$ cat config.mk
export PLATFORM = sky130hd
export DESIGN_NAME = qrs_sqrt_cell
export DESIGN_NICKNAME = d
export VERILOG_FILES = /design/src/hw/rtl/qrs_pkg.sv /design/src/hw/rtl/qrs_sqrt_cell.sv
export SDC_FILE = /design/constraint.sdc
export NUM_CORES = 1
export LEC_CHECK = 0
export ABC_CLOCK_PERIOD_IN_PS = 800
export BUFFER_PORTS_ARGS = -buffer_cell sky130_fd_sc_hd__buf_2
export CORE_AREA = 2 2 188 190
export DETAILED_ROUTE_END_ITERATION = 8
export DIE_AREA = 0 0 190 192
export GPL_ROUTABILITY_DRIVEN = 0
export PLACE_DENSITY = 0.6
export SYNTH_ARGS = -nofsm -noshare
export SYNTH_HDL_FRONTEND = slang
export SYNTH_SLANG_ARGS = --single-unit
$ cat constraint.sdc
create_clock -name clk -period 0.8 [get_ports clk]
set_input_delay 0.08 -clock clk [delete_from_list [all_inputs] [get_ports clk]]
set_output_delay 0.08 -clock clk [all_outputs]
set_load 0.01 [all_outputs]
$ cat src/hw/rtl/qrs_pkg.sv
// ----------------------------------------------------------------------------
// qrs_pkg
// Types and constants shared by the quadratic root solver.
// ----------------------------------------------------------------------------
package qrs_pkg;

	localparam logic [2:0] OUT_NONE    = 3'd0;
	localparam logic [2:0] OUT_ALL     = 3'd1;
	localparam logic [2:0] OUT_LINEAR  = 3'd2;
	localparam logic [2:0] OUT_TWO     = 3'd3;
	localparam logic [2:0] OUT_DOUBLE  = 3'd4;
	localparam logic [2:0] OUT_COMPLEX = 3'd5;
	localparam logic [2:0] OUT_HIGH    = 3'd6;

	localparam int DISC_W = 67;   // b*b + 4*|a*c|
	localparam int RAD_W  = 68;   // radicand, even width
	localparam int ROOT_W = 34;
	localparam int REM_W  = 36;
	localparam int SQ_STEPS = RAD_W / 2;
	localparam int DIV_W  = 67;   // dividend / shifted divisor width
	localparam int QUO_W  = 33;   // quotient bits below the overflow check

	typedef struct packed {
		logic signed [31:0] coef_constant;
		logic signed [31:0] coef_linear;
		logic signed [31:0] coef_square;
		logic               higher_terms_present;
	} eq_t;

	typedef struct packed {
		logic [2:0]         outcome;
		logic signed [31:0] root_low;
		logic signed [31:0] root_high;
		logic               saturated;
	} sol_t;

	typedef struct packed {
		logic [2:0]         kind;
		logic signed [31:0] a;
		logic signed [31:0] b;
		logic signed [31:0] c;
	} meta_t;

	typedef struct packed {
		logic              valid;
		meta_t             meta;
		logic [REM_W-1:0]  rem;
		logic [ROOT_W-1:0] root;
		logic [RAD_W-1:0]  rad;
	} sq_t;

	typedef struct packed {
		logic [DIV_W-1:0] rem;
		logic [DIV_W-1:0] dsh;
		logic [QUO_W-1:0] quo;
		logic             neg;
		logic             ovf;
	} lane_t;

	typedef struct packed {
		logic             valid;
		logic [2:0]       kind;
		lane_t [1:0]      lane;
	} dv_t;

endpackage

$ cat src/hw/rtl/qrs_sqrt_cell.sv
// ----------------------------------------------------------------------------
// qrs_sqrt_cell
// One digit-pair step of the restoring integer square root.
// ----------------------------------------------------------------------------
module qrs_sqrt_cell import qrs_pkg::*; (
	input  logic clk,
	input  logic arst_n,
	input  logic en,
	input  sq_t  d,
	output sq_t  q
);

	logic [REM_W+1:0] rem2;
	logic [REM_W+1:0] trial;
	logic             ge;
	sq_t              nxt;

	always_comb begin
		rem2  = {d.rem, d.rad[RAD_W-1 -: 2]};
		trial = {2'b00, d.root, 2'b01};
		ge    = rem2 >= trial;
		nxt   = d;
		nxt.rem  = ge ? REM_W'(rem2 - trial) : REM_W'(rem2);
		nxt.root = {d.root[ROOT_W-2:0], ge};
		nxt.rad  = {d.rad[RAD_W-3:0], 2'b00};
	end

	always_ff @(posedge clk or negedge arst_n) begin
		if (!arst_n) begin
			q <= '0;
		end else if (en) begin
			q <= nxt;
		end
	end

endmodule

==> out/metrics.yaml <==
clock_skew_ps: 0
cp.arrival_ps: 2470
crit_fanout: 3
antenna_found_initial: 3
htreeDepth: 1
io_buffer_count: 476
yosys.cell_count.top_type: "dfrtp_1"
crit_path_end_kind: "register"
reg_top3: "q: 236 flops"
wirelength_um: 49480
rr_worst_depth: 3
core_um2: 34290
grt_pass1_wl_um: 67950
areaGrowthSynthToFinish_pct: 104.1
power_w: 0.04182
drive_gt1_share_pct: 61.76
seq_area_frac_synth_pct: 52.99
dr.pass1.iters: 4
n_fill_cell: 2351
netlist_instances: 947
syn_area_um2: 11140
dpl.hpwl_um: 30330
largest_reg_flops: 236
r2r-end: "q[36]"
final_cell_area_um2: 22750
setup_viol: 371
ys_seq_elements: 236
vdd_drop_max_uv: 1499
cts_tree: "done"
fp.dieH_um: 192
hold_viol_final: 0
dieArea_um2: 36480
worstPathRequired_ps: 1290
fmax_ghz: 0.5051
tightest_slew_ps: 594.5
grt_util_all_layers_pct: 24.06
critPathLaunchType: "input pin"
synth.top_cell.area_share_pct: 52.99
routedWlPerCell_um: 20.38
start_util_pct: 32.50
cts.sinks: 236
dpl_cell_area_um2: 16160
slew_violations: 0
cts_max_path_buffers: 3
power.density_nw_per_um2: 1839
slew_headroom_pct: 59.95
violations: "negative setup slack"
final_util_pct: 66.35
r2r_start: "q[36]"
regToRegSetupSlack_ps: -240
ys.flop_type: "dfrtp_1"
rsz0062_at_grt: "true"
route.detailed.drc: 0
yosys_warnings: 0
clock_latency_ps: 560
synth_edf_count: 0
final_antenna_net_count: 0
die_w_um: 190
yosysUniqueCellTypes: 52
ios: 479
setup_ws_ps: -1180
worstSetupPathType: "in2reg"
status: "finished with violations"
async_flop_share_pct: 100.0
numCtsBuffers: 28
nets: 2229
rows: 68
grt_pass1_vias: 12230
num_vias: 11760
synth_top_cells_by_area: "dfrtp_1, mux2_2, ha_1"
period_share_pct: 247.5
hold_path.class: "in2async"
cap_violations: 0
cts_root_buffer: "clkbuf_16"
synth_commonest_cells: "dfrtp_1, mux2_2, nand2_1, nor2_1, inv_1"
period_needed_ps: 1980
grt_max_degree: 42
synth_top_cell_by_area: "dfrtp_1"
clk_pin_slew_ps: 60
tns_ps: -136580
avgSynthCellArea_um2: 11.77
largest_register: "q"
p_leak_nw: 10.93
overflow: 0
viasPerCell: 4.844
drtIter0Drc: 540
[placed cells by master (no fill, tap or decap), types with 5 or more instances in the layout]
| cell type | count |
|---|---|
| buf_2 | 335 |
| dfrtp_1 | 236 |
| dlygate4sd3_1 | 232 |
| buf_4 | 214 |
| buf_6 | 210 |
| mux2_4 | 122 |
| mux2_2 | 81 |
| nor2_1 | 47 |
| clkbuf_16 | 28 |
| nand2_2 | 26 |
| nand2_1 | 26 |
| inv_1 | 26 |
| ha_4 | 26 |
| a21oi_1 | 23 |
| buf_12 | 22 |
| a31oi_1 | 21 |
| a21o_1 | 17 |
| nand2_4 | 16 |
| xnor2_1 | 15 |
| inv_2 | 14 |
| a21oi_2 | 12 |
| o21ai_0 | 12 |
| nand4_1 | 11 |
| nand3_1 | 9 |
| xor2_1 | 9 |
| ha_1 | 9 |
| buf_8 | 9 |
| a31oi_4 | 8 |
| o21ai_2 | 7 |
| o21ai_1 | 7 |
| clkbuf_1 | 7 |
| or3_4 | 6 |
| a21oi_4 | 5 |
| nor2_2 | 5 |
| o21bai_1 | 5 |
| inv_6 | 5 |
[routing by layer]
layer  share of wire (%)  routed length (um)  up-vias  GRT usage [%]
met5               0.059                  29        -              0
met4                 4.7                2334        4          10.76
met3                 6.4                3161      123          4.824
met2                  51               25170      469          42.81
met1                  38               18780     5805          27.99
li1                    -                   -     5360              -
[cell families (layout without fill, tap and decap cells)]
| logic type | after synthesis | in the layout | synth area share, % |
|---|---|---|---|
| simple gates | 186 | 186 | 7.432 |
| compound gates | 162 | 162 | 9.454 |
| buf+inv | 97 | 1121 | 3.492 |
| mux | 203 | 203 | 20.51 |
| xor+xnor | 26 | 26 | 2.043 |
| fa+ha+maj | 36 | 36 | 4.042 |
| other cells | 1 | 3 | 0.03365 |
| flops | 236 | 236 | 52.99 |
[stage by stage]
| stage | instances | setup WS [ps] | hold slack, ps |
|---|---|---|---|
| 2_1_floorplan | 948 | -1622 | -215.6 |
| 3_3_place_gp | 2000 | -1806 | 10.32 |
| 3_5_place_dp | 2000 | -1839 | 9.164 |
| 4_1_cts | 2370 | -1174 | -227.9 |
| 5_1_grt | 2428 | -1257 | 17.56 |
| 6_report | 2428 | -1180 | 25.35 |
[final cells by class]
type	instances	area (um^2)	share of cell area, %
clock buffer	39	782.0	3.437
clock inverter	11	195.2	0.8580
antenna	1	2.502	0.01100
tap	455	569.3	2.502
sequential	236	5906	25.96
multi-input combinational	615	6482	28.50
timing repair buffer	1024	8601	37.81
inverter	47	211.5	0.9295
[power by group]
group | switching [W] | internal, W
registers | 0.00102 | 0.0133
logic | 0.00583 | 0.00805
clock network | 0.00543 | 0.00817
total | 0.0123 | 0.0295
[worst max-delay path by stage]
| stage | slack [ps] | from | end |
|---|---|---|---|
| 2_1_floorplan | -1620 | d[86] | q[107] |
| 3_3_place_gp | -1810 | d[68] | q[137] |
| 3_5_place_dp | -1840 | d[68] | q[137] |
| 4_1_cts | -1170 | d[72] | q[137] |
| 5_1_grt | -1260 | d[74] | q[137] |
| 6_report | -1180 | d[68] | q[137] |
[repair_timing]
action,in CTS,in global routing
hold buffers,231,1
setup endpoints to repair,273,349
gates cloned,6,0
buffers inserted,85,84
gates resized for setup,282,209
hold endpoints to repair,466,1
pin swaps,97,66
[worst max-delay path, stage by stage]
cell and delay (ps):
buf_8 90, inv_4 30, ha_4 270, o21a_4 140
o221ai_4 110, a211o_1 320, a2111oi_4 340, o21ai_2 90
or3_4 350, a31o_4 240, a211o_1 250, a31oi_1 150
Power figures use the tool's default switching activity.
